### config.mk
export PLATFORM = sky130hd
export DESIGN_NAME = dtl_cordic_cell
export DESIGN_NICKNAME = d
export VERILOG_FILES = /design/src/direction_to_latlong_texel_macros.svh /design/src/dtl_pkg.sv /design/src/dtl_cordic_cell.sv
export SDC_FILE = /design/constraint.sdc
export NUM_CORES = 1
export LEC_CHECK = 0
export BUFFER_PORTS_ARGS = -buffer_cell sky130_fd_sc_hd__buf_2
export CAP_MARGIN = 20
export CORE_UTILIZATION = 40
export CTS_CLUSTER_DIAMETER = 40
export DETAILED_ROUTE_END_ITERATION = 10
export HOLD_SLACK_MARGIN = 0.08
export SLEW_MARGIN = 15
export SYNTH_ARGS = -nofsm -noshare
export SYNTH_HDL_FRONTEND = slang
export SYNTH_SLANG_ARGS = --single-unit
### constraint.sdc
create_clock -name i_clk -period 2.9 [get_ports i_clk]
set_clock_uncertainty 0.1 [all_clocks]
set_input_delay 0.145 -clock i_clk [delete_from_list [all_inputs] [get_ports i_clk]]
set_output_delay 0.145 -clock i_clk [all_outputs]
set_load 0.02 [all_outputs]
### src/direction_to_latlong_texel_macros.svh
// Assertion macros shared by the texel addressing block
`ifndef DIRECTION_TO_LATLONG_TEXEL_MACROS_SVH
`define DIRECTION_TO_LATLONG_TEXEL_MACROS_SVH

// Same-cycle implication, clocked on i_clk, off during reset
`define DTL_ASSERT_NOW(label, ante, cons, msg) \
    label: assert property (@(posedge i_clk) disable iff (!i_rst_n) (ante) |-> (cons)) \
        else $error(msg);

// Next-cycle implication, clocked on i_clk, off during reset
`define DTL_ASSERT_NEXT(label, ante, cons, msg) \
    label: assert property (@(posedge i_clk) disable iff (!i_rst_n) (ante) |=> (cons)) \
        else $error(msg);

`endif

### src/dtl_pkg.sv
// ----------------------------------------------------------------------------
// dtl_pkg
// Types and constants of the lat-long texel addressing pipeline.
// ----------------------------------------------------------------------------
package dtl_pkg;

    localparam int SQRT_STEPS   = 16;
    localparam int CORDIC_STEPS = 30;
    localparam int CW           = 34;   // CORDIC datapath width

    localparam logic REG_MAP_WIDTH  = 1'b0;
    localparam logic REG_MAP_HEIGHT = 1'b1;

    localparam logic signed [CW-1:0] QUARTER_TURN = 34'sd1073741824;
    localparam logic signed [CW-1:0] HALF_TURN    = 34'sd2147483648;

    localparam logic [31:0] ATAN_TAB [CORDIC_STEPS] = '{
        32'h20000000, 32'h12E4051E, 32'h09FB385B, 32'h051111D4, 32'h028B0D43,
        32'h0145D7E1, 32'h00A2F61E, 32'h00517C55, 32'h0028BE53, 32'h00145F2F,
        32'h000A2F98, 32'h000517CC, 32'h00028BE6, 32'h000145F3, 32'h0000A2FA,
        32'h0000517D, 32'h000028BE, 32'h0000145F, 32'h00000A30, 32'h00000518,
        32'h0000028C, 32'h00000146, 32'h000000A3, 32'h00000051, 32'h00000029,
        32'h00000014, 32'h0000000A, 32'h00000005, 32'h00000003, 32'h00000001
    };

    typedef struct packed {
        logic signed [15:0] dir_x;
        logic signed [15:0] dir_y;
        logic signed [15:0] dir_z;
    } t_dir_in;

    typedef struct packed {
        logic [11:0] texel_col;
        logic [10:0] texel_row;
    } t_texel_out;

    typedef struct packed {
        logic        vld;
        logic [31:0] v;
        logic [31:0] root;
        t_dir_in     dir;
    } t_sqrt;

    typedef struct packed {
        logic                 vld;
        logic                 zero;
        logic signed [CW-1:0] x;
        logic signed [CW-1:0] y;
        logic signed [CW-1:0] acc;
    } t_cordic;

    // Scale to Q1.29 and rotate into the right half plane
    function automatic t_cordic cordic_prep(input logic signed [16:0] yy,
                                            input logic signed [16:0] xx);
        t_cordic c;
        logic signed [CW-1:0] sx;
        logic signed [CW-1:0] sy;
        sx = CW'(xx) <<< 14;
        sy = CW'(yy) <<< 14;
        c.vld  = 1'b0;
        c.zero = (xx == 17'sd0) && (yy == 17'sd0);
        c.x    = sx;
        c.y    = sy;
        c.acc  = '0;
        if (sx < 0) begin
            if (sy >= 0) begin
                c.x   = sy;
                c.y   = -sx;
                c.acc = QUARTER_TURN;
            end else begin
                c.x   = -sy;
                c.y   = sx;
                c.acc = -QUARTER_TURN;
            end
        end
        return c;
    endfunction

endpackage

### src/dtl_cordic_cell.sv
// ----------------------------------------------------------------------------
// dtl_cordic_cell
// One vectoring micro-rotation of the CORDIC angle unit, registered.
// ----------------------------------------------------------------------------
module dtl_cordic_cell
    import dtl_pkg::*;
#(
    parameter int STEP = 0
) (
    input  logic    i_clk,
    input  logic    i_rst_n,
    input  t_cordic i_cell,
    output t_cordic o_cell
);

    localparam logic signed [CW-1:0] ANG = CW'(ATAN_TAB[STEP]);

    t_cordic              r_cell;
    t_cordic              n_cell;
    logic signed [CW-1:0] dx;
    logic signed [CW-1:0] dy;

    // Rotate toward the x axis and accumulate the angle
    always_comb begin
        n_cell = i_cell;
        dx     = i_cell.y >>> STEP;
        dy     = i_cell.x >>> STEP;
        if (i_cell.y > 0) begin
            n_cell.x   = i_cell.x + dx;
            n_cell.y   = i_cell.y - dy;
            n_cell.acc = i_cell.acc + ANG;
        end else begin
            n_cell.x   = i_cell.x - dx;
            n_cell.y   = i_cell.y + dy;
            n_cell.acc = i_cell.acc - ANG;
        end
    end

    // Hand the request on to the next cell
    always_ff @(posedge i_clk) begin
        if (!i_rst_n) begin
            r_cell.vld <= 1'b0;
        end else begin
            r_cell.vld <= n_cell.vld;
        end
        r_cell.zero <= n_cell.zero;
        r_cell.x    <= n_cell.x;
        r_cell.y    <= n_cell.y;
        r_cell.acc  <= n_cell.acc;
    end

    assign o_cell = r_cell;

endmodule

==> impl_metrics.yaml <==
yosys:
  seq_area_frac_synth: 0.256
  synth_cell_type_count: 71
  synthesis.nets: 1211
  synth_cells: 998
  async_flop_share: 0
  synth_edf_count: 0
  ys_ff_latch: 103
  yosys_most_used_dff: "dfxtp_1"
  synth_area_mm2: 0.00807
  postSynthAreaPerCell_um2: 8.09
  yosysWarnings: 0
final_layout:
  largest_register_ffs: 103
  nets: 1572
  ff_latch_area_mm2: 0.00206
  drive_gt1_frac: 0.294
  fillCellCount: 1900
  area_growth_syn_to_layout_pct: 36.8
  multi_input_area_mm2: 0.00542
  final_util: 0.563
  antenna_cells: 0
  finish.instance_area_mm2: 0.0110
clock_network:
  cts_buffer_depth: 2
  cts_tree: "yes"
  cts_buffers: 9
  cts_hold_buf: 39
  cts_root_buf: "clkbuf_16"
  clock_sinks: 103
  cts_resized: 0
  clk_pin_slew_worst_paths_ps: 70
  h-tree-depth: 3
  post_cts_buffers: 0
outcome:
  status: "completed"
floorplan:
  die_x_um: 144
  die_height_um: 144
  std_cell_rows: 51
  dieArea_mm2: 0.0207
  coreArea_mm2: 0.0196
  start_util: 0.412
  io_pins: 210
worst_setup_path:
  worstPathCellList: "buf_2, inv_1, ha_1, buf_4, nand4_4, buf_4, nor2_1, o21ai_0, a31oi_1, a31oi_1, buf_4, o221ai_1, nor2_1, a21oi_1, xnor2_1"
  cpMostUsedCell: "buf_4"
  cp_max_fo: 5
  cp.arrival_ps: 2820
  critPathSlowestCell: "ha_1"
  cp_top_family: "compound AO/OA/AOI/OAI gates"
  required_ps: 3090
  crit_type: "in -> reg"
  max_stage_delay_ps: 380
  crit_buf_inv: 5
  worstSetupStartpointType: "primary input"
  critical_path.endpoint_type: "flop"
power:
  p_leak_nw: 5.43
  clockPowerShare: 0.231
  power_density_mw_per_mm2: 484
  p_comb_frac: 0.443
  swShare: 0.391
  pwr-share-seq: 0.326
  ir_drop_uv: 254
  p_int_mw: 3.26
  switchingPower_mw: 2.09
sta:
  worstMarginPinSlew_ps: 527
  rsz0062_at_grt: "no"
  max_freq_mhz: 381
  period_share: 0.905
  slew_headroom: 0.645
  timing.final.crit_period_ps: 2620
  slew_violations: 0
  hold_viol_final: 0
  setup_viol: 0
routing:
  dr.first_iter.drc_count: 636
  vias_per_cell: 5.22
  drt-total-wl_mm: 28.4
  num_vias: 8505
  firstDrtPassIters: 5
  drc_errors: 0
  wire_per_inst_um: 17.4
  ant_nets: 0
global_route:
  grt.overflow.total: 0
  grt_usage: 0.273
  grt_pass1_wl_mm: 43.0
  grt_max_degree: 63
  antenna_found_initial: 0
  grt_pass1_vias: 8102
placement:
  dpl_cell_area_mm2: 0.0104
  dp_hpwl_mm: 22.6
  gp_congestion: 0.971
  io_buffers: 209
run:
  maxCapViolations: 0
hold_path:
  min_path_type: "in -> reg"
-- path summary, 6_finish.rpt --
path / to / cells past startpoint / start / slack, ps
worst max-delay path: o_cell[97] / 15 / i_cell[38] / 280
worst min-delay path: o_cell[35] / 4 / i_cell[35] / 140
-- cell usage after synthesis, types with 5 or more instances --
cell	count	share of area
o21a_1	10	0.0093
ha_1	103	0.16
nor3_1	14	0.0087
a2111oi_0	7	0.0076
buf_2	13	0.0081
xor2_1	12	0.013
o21bai_1	16	0.015
nand4_1	10	0.0078
o211ai_1	12	0.011
nand2_1	42	0.020
buf_4	7	0.0065
a31oi_1	6	0.0047
o21ai_1	6	0.0037
nor4_1	12	0.0093
a21oi_1	113	0.070
xnor2_1	58	0.063
nand3_1	17	0.011
clkbuf_1	16	0.0074
inv_1	97	0.045
nor2b_1	16	0.012
and2_1	5	0.0039
nand2b_1	9	0.0070
a31o_2	5	0.0054
a21o_1	22	0.020
a21boi_0	6	0.0056
buf_1	6	0.0028
o31ai_1	6	0.0056
dfxtp_1	103	0.26
nor2_1	88	0.041
a211oi_1	11	0.010
mux2i_1	14	0.017
o21ai_0	58	0.036
-- placed cells by master (no fill, tap or decap), drive strengths merged, types with 16 or more instances in the layout --
master       Yosys  routed
buf             28     355
o21ai           66      66
nand2           42      42
nor3            16      16
nor2b           16      16
a21oi          117     117
xnor2           58      58
o21bai          16      16
inv            101     104
a21o            22      22
dlygate4sd3      0      39
ha             103     103
nor2            88      88
nand3           17      17
dfxtp          103     103
-- cell type report --
cell class / instances / area share
Sequential cell: 103 / 0.187
Clock buffer: 10 / 0.0207
Multi-Input combinational cell: 750 / 0.491
Tap cell: 265 / 0.0300
Clock inverter: 6 / 0.00567
Timing Repair Buffer: 394 / 0.232
Inverter: 101 / 0.0343
-- routing by layer --
layer / vias to the layer above / GRT usage / part of all wire
met2: 374 / 0.463 / 0.46
met5: - / 0 / 0
met3: 59 / 0.0354 / 0.067
li1: 4210 / - / -
met1: 3862 / 0.351 / 0.44
met4: 0 / 0.107 / 0.030
-- kinds of logic (layout without fill, tap and decap cells) --
kind of cell             after synthesis  in the layout  synth area share
buffers and inverters                145            511            0.0746
flip-flops                           103            103             0.256
multiplexers                          14             14            0.0174
XOR/XNOR                              70             70            0.0760
adder cells (fa/ha/maj)              107            107             0.170
AND/OR/NAND/NOR                      233            233             0.141
AO/OA/AOI/OAI                        326            326             0.266
-- metrics by stage --
step | instances | setup slack (ps) | power, mW | hold WS (ps) | setup TNS, ps
4_1_cts | 1629 | 316 | 5.37 | 135 | 0
3_3_place_gp | 1574 | -101 | 4.08 | 147 | -138
3_5_place_dp | 1574 | -46.3 | 4.08 | 149 | -222
6_report | 1629 | 275 | 5.35 | 140 | 0
2_1_floorplan | 998 | 357 | 3.13 | 72.7 | 0
5_1_grt | 1629 | 5.68 | 5.65 | 143 | 0
-- power groups by stage --
stage / combinational, mW / sequential [mW] / clock [mW]
floorplan: 1.03 / 2.10 / 0
global route: 2.56 / 1.77 / 1.32
global placement: 2.30 / 1.77 / 0
CTS: 2.36 / 1.74 / 1.26
detailed placement: 2.30 / 1.77 / 0
finish: 2.37 / 1.74 / 1.24
Note: power is estimated with default switching activity, not from simulation.
