`config.mk`:
```
export PLATFORM = sky130hd
export DESIGN_NAME = dtl_sqrt_cell
export DESIGN_NICKNAME = d
export VERILOG_FILES = /design/src/direction_to_latlong_texel_macros.svh /design/src/dtl_pkg.sv /design/src/dtl_sqrt_cell.sv
export SDC_FILE = /design/constraint.sdc
export NUM_CORES = 1
export LEC_CHECK = 0
export BUFFER_PORTS_ARGS = -buffer_cell sky130_fd_sc_hd__buf_2
export CELL_PAD_IN_SITES_DETAIL_PLACEMENT = 2
export CELL_PAD_IN_SITES_GLOBAL_PLACEMENT = 2
export CORE_MARGIN = 1.5
export CORE_UTILIZATION = 24
export DETAILED_ROUTE_END_ITERATION = 7
export PLACE_DENSITY_LB_ADDON = 0.15
export SLEW_MARGIN = 20
export SYNTH_ARGS = -nofsm -noshare
export SYNTH_HDL_FRONTEND = slang
export SYNTH_SLANG_ARGS = --single-unit
```
`constraint.sdc`:
```
create_clock -name i_clk -period 2.75 [get_ports i_clk]
set_input_delay 0.4125 -clock i_clk [delete_from_list [all_inputs] [get_ports i_clk]]
set_output_delay 0.4125 -clock i_clk [all_outputs]
set_load 0.05 [all_outputs]
```
`src/direction_to_latlong_texel_macros.svh`:
```
// Assertion macros shared by the texel addressing block
`ifndef DIRECTION_TO_LATLONG_TEXEL_MACROS_SVH
`define DIRECTION_TO_LATLONG_TEXEL_MACROS_SVH

// Same-cycle implication, clocked on i_clk, off during reset
`define DTL_ASSERT_NOW(label, ante, cons, msg) \
    label: assert property (@(posedge i_clk) disable iff (!i_rst_n) (ante) |-> (cons)) \
        else $error(msg);

// Next-cycle implication, clocked on i_clk, off during reset
`define DTL_ASSERT_NEXT(label, ante, cons, msg) \
    label: assert property (@(posedge i_clk) disable iff (!i_rst_n) (ante) |=> (cons)) \
        else $error(msg);

`endif

```
`src/dtl_pkg.sv`:
```
// ----------------------------------------------------------------------------
// dtl_pkg
// Types and constants of the lat-long texel addressing pipeline.
// ----------------------------------------------------------------------------
package dtl_pkg;

    localparam int SQRT_STEPS   = 16;
    localparam int CORDIC_STEPS = 30;
    localparam int CW           = 34;   // CORDIC datapath width

    localparam logic REG_MAP_WIDTH  = 1'b0;
    localparam logic REG_MAP_HEIGHT = 1'b1;

    localparam logic signed [CW-1:0] QUARTER_TURN = 34'sd1073741824;
    localparam logic signed [CW-1:0] HALF_TURN    = 34'sd2147483648;

    localparam logic [31:0] ATAN_TAB [CORDIC_STEPS] = '{
        32'h20000000, 32'h12E4051E, 32'h09FB385B, 32'h051111D4, 32'h028B0D43,
        32'h0145D7E1, 32'h00A2F61E, 32'h00517C55, 32'h0028BE53, 32'h00145F2F,
        32'h000A2F98, 32'h000517CC, 32'h00028BE6, 32'h000145F3, 32'h0000A2FA,
        32'h0000517D, 32'h000028BE, 32'h0000145F, 32'h00000A30, 32'h00000518,
        32'h0000028C, 32'h00000146, 32'h000000A3, 32'h00000051, 32'h00000029,
        32'h00000014, 32'h0000000A, 32'h00000005, 32'h00000003, 32'h00000001
    };

    typedef struct packed {
        logic signed [15:0] dir_x;
        logic signed [15:0] dir_y;
        logic signed [15:0] dir_z;
    } t_dir_in;

    typedef struct packed {
        logic [11:0] texel_col;
        logic [10:0] texel_row;
    } t_texel_out;

    typedef struct packed {
        logic        vld;
        logic [31:0] v;
        logic [31:0] root;
        t_dir_in     dir;
    } t_sqrt;

    typedef struct packed {
        logic                 vld;
        logic                 zero;
        logic signed [CW-1:0] x;
        logic signed [CW-1:0] y;
        logic signed [CW-1:0] acc;
    } t_cordic;

    // Scale to Q1.29 and rotate into the right half plane
    function automatic t_cordic cordic_prep(input logic signed [16:0] yy,
                                            input logic signed [16:0] xx);
        t_cordic c;
        logic signed [CW-1:0] sx;
        logic signed [CW-1:0] sy;
        sx = CW'(xx) <<< 14;
        sy = CW'(yy) <<< 14;
        c.vld  = 1'b0;
        c.zero = (xx == 17'sd0) && (yy == 17'sd0);
        c.x    = sx;
        c.y    = sy;
        c.acc  = '0;
        if (sx < 0) begin
            if (sy >= 0) begin
                c.x   = sy;
                c.y   = -sx;
                c.acc = QUARTER_TURN;
            end else begin
                c.x   = -sy;
                c.y   = sx;
                c.acc = -QUARTER_TURN;
            end
        end
        return c;
    endfunction

endpackage

```
`src/dtl_sqrt_cell.sv`:
```
// ----------------------------------------------------------------------------
// dtl_sqrt_cell
// One bit pair of the restoring integer square root, registered.
// ----------------------------------------------------------------------------
module dtl_sqrt_cell
    import dtl_pkg::*;
#(
    parameter int STEP = 0
) (
    input  logic  i_clk,
    input  logic  i_rst_n,
    input  t_sqrt i_cell,
    output t_sqrt o_cell
);

    localparam logic [32:0] BIT = 33'd1 << (30 - 2 * STEP);

    t_sqrt       r_cell;
    t_sqrt       n_cell;
    logic [32:0] trial;

    // Try to subtract root + bit, shift the root
    always_comb begin
        n_cell = i_cell;
        trial  = {1'b0, i_cell.root} + BIT;
        if ({1'b0, i_cell.v} >= trial) begin
            n_cell.v    = 32'({1'b0, i_cell.v} - trial);
            n_cell.root = 32'({1'b0, i_cell.root >> 1} + BIT);
        end else begin
            n_cell.root = i_cell.root >> 1;
        end
    end

    // Hand the request on to the next cell
    always_ff @(posedge i_clk) begin
        if (!i_rst_n) begin
            r_cell.vld <= 1'b0;
        end else begin
            r_cell.vld <= n_cell.vld;
        end
        r_cell.v    <= n_cell.v;
        r_cell.root <= n_cell.root;
        r_cell.dir  <= n_cell.dir;
    end

    assign o_cell = r_cell;

endmodule

```
==> results of run 1 <==
## where the power goes
group	internal, uW	switching (uW)	total [uW]	leakage (uW)
combinational	540	998	1540	0.00223
sequential	1790	37.0	1830	0.000953
clock	1650	831	2480	0.000327
total	3980	1870	5840	0.00351
## worst min path at each step
stage                     startpoint          to  slack, ps  cells after the start
after floorplan            i_cell[0]   o_cell[0]        440                      0
after global placement     i_cell[3]   o_cell[3]        520                      1
after detailed placement  i_cell[26]  o_cell[26]        520                      1
after CTS                 i_cell[10]  o_cell[10]         80                      1
after global routing      i_cell[47]  o_cell[47]         70                      1
final                     i_cell[20]  o_cell[20]        100                      1
## layer usage
metal,GRT usage,vias up
li1,-,2093
met1,0.180,1993
met2,0.300,150
met3,0.0496,8
met4,0.0395,0
met5,0,-
## cells in the mapped netlist, drive strengths merged, types with 4 or more instances
cell type  number
a21o            8
a21oi          33
a31oi           5
and2            5
buf             4
clkbuf          6
dfxtp         113
ha             33
inv            33
mux2           30
nand2          23
nand3           7
nand4          14
nor2           13
nor2b           5
o21ai          19
o21bai          4
xnor2          14
xor2           14
## critical path: stages
cell and delay, ps:
buf_2 90, inv_1 60, ha_4 290, nand2_1 70
o21ai_0 170, a31oi_1 130, buf_4 160, a41oi_4 190
a41oi_2 150, a211o_1 320, a21oi_4 170, buf_4 250
mux2_2 370
## cell families (layout without fill, tap and decap cells)
family                     Yosys count  count (layout)  synth area share
adders and majority gates           34              34            0.0950
xor gates and xnor gates            28              28            0.0538
and+or+nand+nor                     85              85            0.0980
AOI/OAI and AO/OA                   93              93             0.137
DFF                                113             113             0.497
muxes                               32              32            0.0786
buffers and inverters               43             350            0.0409
## layout make-up
class	instances	area, um2
multi-input cells	272	2240
well taps	234	293
flip-flops and latches	113	2260
repair buffers	285	1570
fillers	2051	11500
clock buffers	18	439
inverters	33	126
clock inverters	14	228
## through the flow
stage                     utilization  area, um2  std cells
after floorplan                     -       4700        428
after global placement          0.348       6500        937
after detailed placement        0.348       6500        937
after CTS                       0.384       7160        969
after global routing            0.384       7160        969
final                           0.384       7160        969
==> flow_summary.yaml, run 1 <==
run_status:
  status: "completed"
synth:
  synth_top_area_cell: "dfxtp_1"
  synth_top_cell_area_share: 0.497
  ys.flop_type: "dfxtp_1"
  synth_nets: 577
  synthDistinctLibCells: 51
  synth_area_leaders: "dfxtp_1 (50%), ha_1 (9.1%), mux2_2 (4.9%), a21oi_1 (3.5%), inv_1 (2.7%)"
  async_flop_share: 0
  postSynthCellCount: 428
  synth_edf_count: 0
  avgSynthCellArea_um2: 10.6
  synth_area_um2: 4560
  yosysWarnings: 0
  ys_seq_area_frac: 0.497
  ys_ff_latch: 113
final_layout:
  nets: 871
  diodes: 0
  layout_common_cells: "buf_2 (227), dfxtp_1 (113), buf_4 (58)"
  drive_gt1_frac: 0.495
  largest_reg_flops: 113
  syn2layout_area_growth_pct: 57.2
  final_common_cell: "buf_2"
die:
  row_count: 50
  io_pins: 228
  die_y_um: 141
  die_x_um: 141
  core_area_um2: 18600
  start_util: 0.244
  dieArea_um2: 19800
power:
  ir_drop_v: 0.000409
  power.density_nw_per_um2: 816
  p_leak_uw: 0.00351
  power_uw: 5840
drt:
  drtAntennaViolNets: 0
  dr_wl_met3_um: 951
  drt-vias-per-instance: 4.38
  wl_um: 15600
  top_layer: "met4"
  wirelength_met1_um: 6470
  met2WireLength_um: 8090
  vias: 4244
  wl_per_cell_um: 16.1
  drt-pass1-iter-count: 4
  drt-initial-drc-count: 71
  route.detailed.drc: 0
worst_setup_path:
  worstSetupStartpoint: "i_cell[58]"
  critical_path_arrival_ps: 2840
  endpoint: "o_cell[94]"
  critPathRequiredTime_ps: 3040
  endpoint_kind: "flip-flop"
  critPathKind: "primary input to flip-flop"
  startpoint_type: "primary input"
  path_max_fanout: 12
global_routing:
  first_global_vias: 4698
  grt_max_degree: 17
  grt_use_total: 0.162
  antenna_found_initial: 1
  grt_pass1_wl_um: 24800
  grt_overflow: 0
sta:
  hold_ws_ps: 100
  slew_headroom: 0.709
  final-setup-viol-count: 0
  min_period_ps: 2550
  max_freq_ghz: 0.392
  tightestPinTransition_ps: 432
  hold_viol_final: 0
  tns_ps: 0
  rsz0062_at_grt: "no"
  fin_ws_ps: 196
  fin_crit_sh: 0.929
  drv_slew: 0
placed_design:
  hpwlAfterDp_um: 12900
  placement.io_buffers: 227
  place_ws_ps: -240
  gp_congestion: 0.795
worst_hold_path:
  hp-class: "primary input to flip-flop"
job:
  cap_viol_max_count: 0
cts:
  htree_levels: 4
  cts.path.max_buffers: 2
  clk_pin_slew_worst_paths_ps: 60
  cts_tree: "built"
  cts_setup_buffers: 0
  cts_sinks: 113
  numCtsBuffers: 17
  hold_buffers: 0
  cts.repair.resized: 0
  root_buffer: "clkbuf_16"
No activity file was read; power rests on OpenSTA's default activity.
==> inputs of run 2 (changes only) <==
- CORE_UTILIZATION: 24 -> 26
- GPL_TIMING_DRIVEN: default -> 0
- clock period: 2.75 -> 2.8 ns (I/O delays scaled with it)
==> run 2 against run 1 <==
Sequential power decreased by 2%. Hold slack improved by 0.71 ps. Utilization increased by 2.4 points. Power decreased by 3.6%. First-iteration DRC count increased by 37%. Global-route usage increased by 0.73 points. Non-clock buffer count decreased by 30. Highest routed layer unchanged. Final area decreased by 1.8%. Setup slack got worse by 160 ps. Clock-buffer cell count unchanged. Critical path depth increased by 1. Die area decreased by 7.5%.
==> flow_summary.yaml, run 2 (synthesis results as in run 1) <==
final_layout:
  drive_gt1_frac: 0.481
  final_cells: 930
  fin_area_um2: 7040
  utilization: 0.408
  nets: 841
  largest_reg_flops: 113
  layout_common_cells: "buf_2 (228), dfxtp_1 (113), inv_1 (31)"
  syn2layout_area_growth_pct: 54.4
  final_common_cell: "buf_2"
  fillCellCount: 1865
  diodes: 0
global_routing:
  grt_pass1_wl_um: 23800
  first_global_vias: 4547
  grt_overflow: 0
  grt_use_total: 0.169
  antenna_found_initial: 0
  grt_max_degree: 17
worst_setup_path:
  endpoint_kind: "flip-flop"
  startpoint_type: "primary input"
  critPathKind: "primary input to flip-flop"
  critical_path_arrival_ps: 3070
  worstSetupStartpoint: "i_cell[52]"
  endpoint: "o_cell[89]"
  path_max_fanout: 7
  critPathRequiredTime_ps: 3110
drt:
  wl_per_cell_um: 17.0
  drt-initial-drc-count: 97
  drt-vias-per-instance: 4.49
  route.detailed.drc: 0
  wl_um: 15800
  vias: 4172
  drt-pass1-iter-count: 4
  drtAntennaViolNets: 0
cts:
  hold_buffers: 0
  htree_levels: 4
  numCtsBuffers: 17
  cts.path.max_buffers: 2
  cts_sinks: 113
  clk_pin_slew_worst_paths_ps: 60
  cts_tree: "built"
  root_buffer: "clkbuf_16"
die:
  row_count: 48
  core_area_um2: 17200
  start_util: 0.264
  io_pins: 228
  die_x_um: 135
  dieArea_um2: 18300
  die_y_um: 135
sta:
  max_freq_ghz: 0.362
  tightestPinTransition_ps: 520
  final-setup-viol-count: 0
  slew_headroom: 0.650
  hold_viol_final: 0
  fin_crit_sh: 0.987
  rsz0062_at_grt: "yes"
  min_period_ps: 2760
  drv_slew: 0
worst_hold_path:
  holdPathStages: 1
  hp-class: "primary input to flip-flop"
placed_design:
  placement.io_buffers: 227
  hpwlAfterDp_um: 12100
  gp_congestion: 0.802
  place_area_um2: 6050
  dp.cells: 880
run_status:
  status: "completed"
job:
  cap_viol_max_count: 0
power:
  ir_drop_v: 0.000421
  power.density_nw_per_um2: 800
  p_leak_uw: 0.00336
## run 2: changes by cell type in the layout (fill, tap and decap cells not counted), sizes merged
cell and delta:
inv -1, clkbuf +7, clkinv -1, clkinvlp +3, buf -37, bufinv -1
## run 2: worst min-delay path by stage
stage                    start         end
global placement    i_cell[37]  o_cell[37]
finish              i_cell[17]  o_cell[17]
CTS                 i_cell[19]  o_cell[19]
floorplan            i_cell[0]   o_cell[0]
detailed placement   i_cell[2]   o_cell[2]
global route        i_cell[19]  o_cell[19]
## run 2: worst max-delay path, stage by stage
cell       delay (ps)
buf_2             100
inv_2              40
ha_4              260
buf_8             110
nand4_1           140
a21oi_4           220
o21ai_4            90
a41oi_4           310
a41oi_4           190
a211o_1           380
a21oi_4           180
buf_12            160
clkbuf_16         150
mux2_2            330
## run 2: power breakdown
part / internal (uW) / total (uW) / switching, uW
combinational: 519 / 1510 / 989
sequential: 1760 / 1790 / 36.3
clock: 1500 / 2330 / 828
## run 2: repair_timing
action | 4_1_cts | 5_1_grt
cloned | 0 | 2
endpoints found under the setup margin | 28 | 30
pin swaps | 3 | 12
setup buffers | 3 | 13
gates resized for setup | 2 | 32
## run 2: layer usage
metal	wire length [um]	share of wire	track usage	vias up
met5	0	0	0	-
met4	195	0.012	0.0585	0
met3	1110	0.070	0.0550	15
met2	7980	0.51	0.299	161
met1	6480	0.41	0.190	1955
li1	-	-	-	2041
## run 2: stage by stage
stage | worst slack, ps | total power [uW] | setup TNS [ps] | hold slack [ps]
2_1_floorplan | -8.40 | 2840 | -162 | 448
3_3_place_gp | -620 | 3200 | -18350 | 523
3_5_place_dp | -617 | 3220 | -18760 | 524
4_1_cts | 8.14 | 5610 | 0 | 88.6
5_1_grt | -35.8 | 5910 | -655 | 79.8
6_report | 36.1 | 5630 | 0 | 101
## run 2: cell type report
type | count | area [um2] | share of cell area
Buffer | 10 | 90.1 | 0.0128
Clock buffer | 18 | 429 | 0.0610
Clock inverter | 14 | 206 | 0.0293
Inverter | 33 | 124 | 0.0176
Multi-Input combinational cell | 272 | 2320 | 0.330
Sequential cell | 113 | 2260 | 0.322
Tap cell | 225 | 282 | 0.0400
Timing Repair Buffer | 245 | 1320 | 0.188
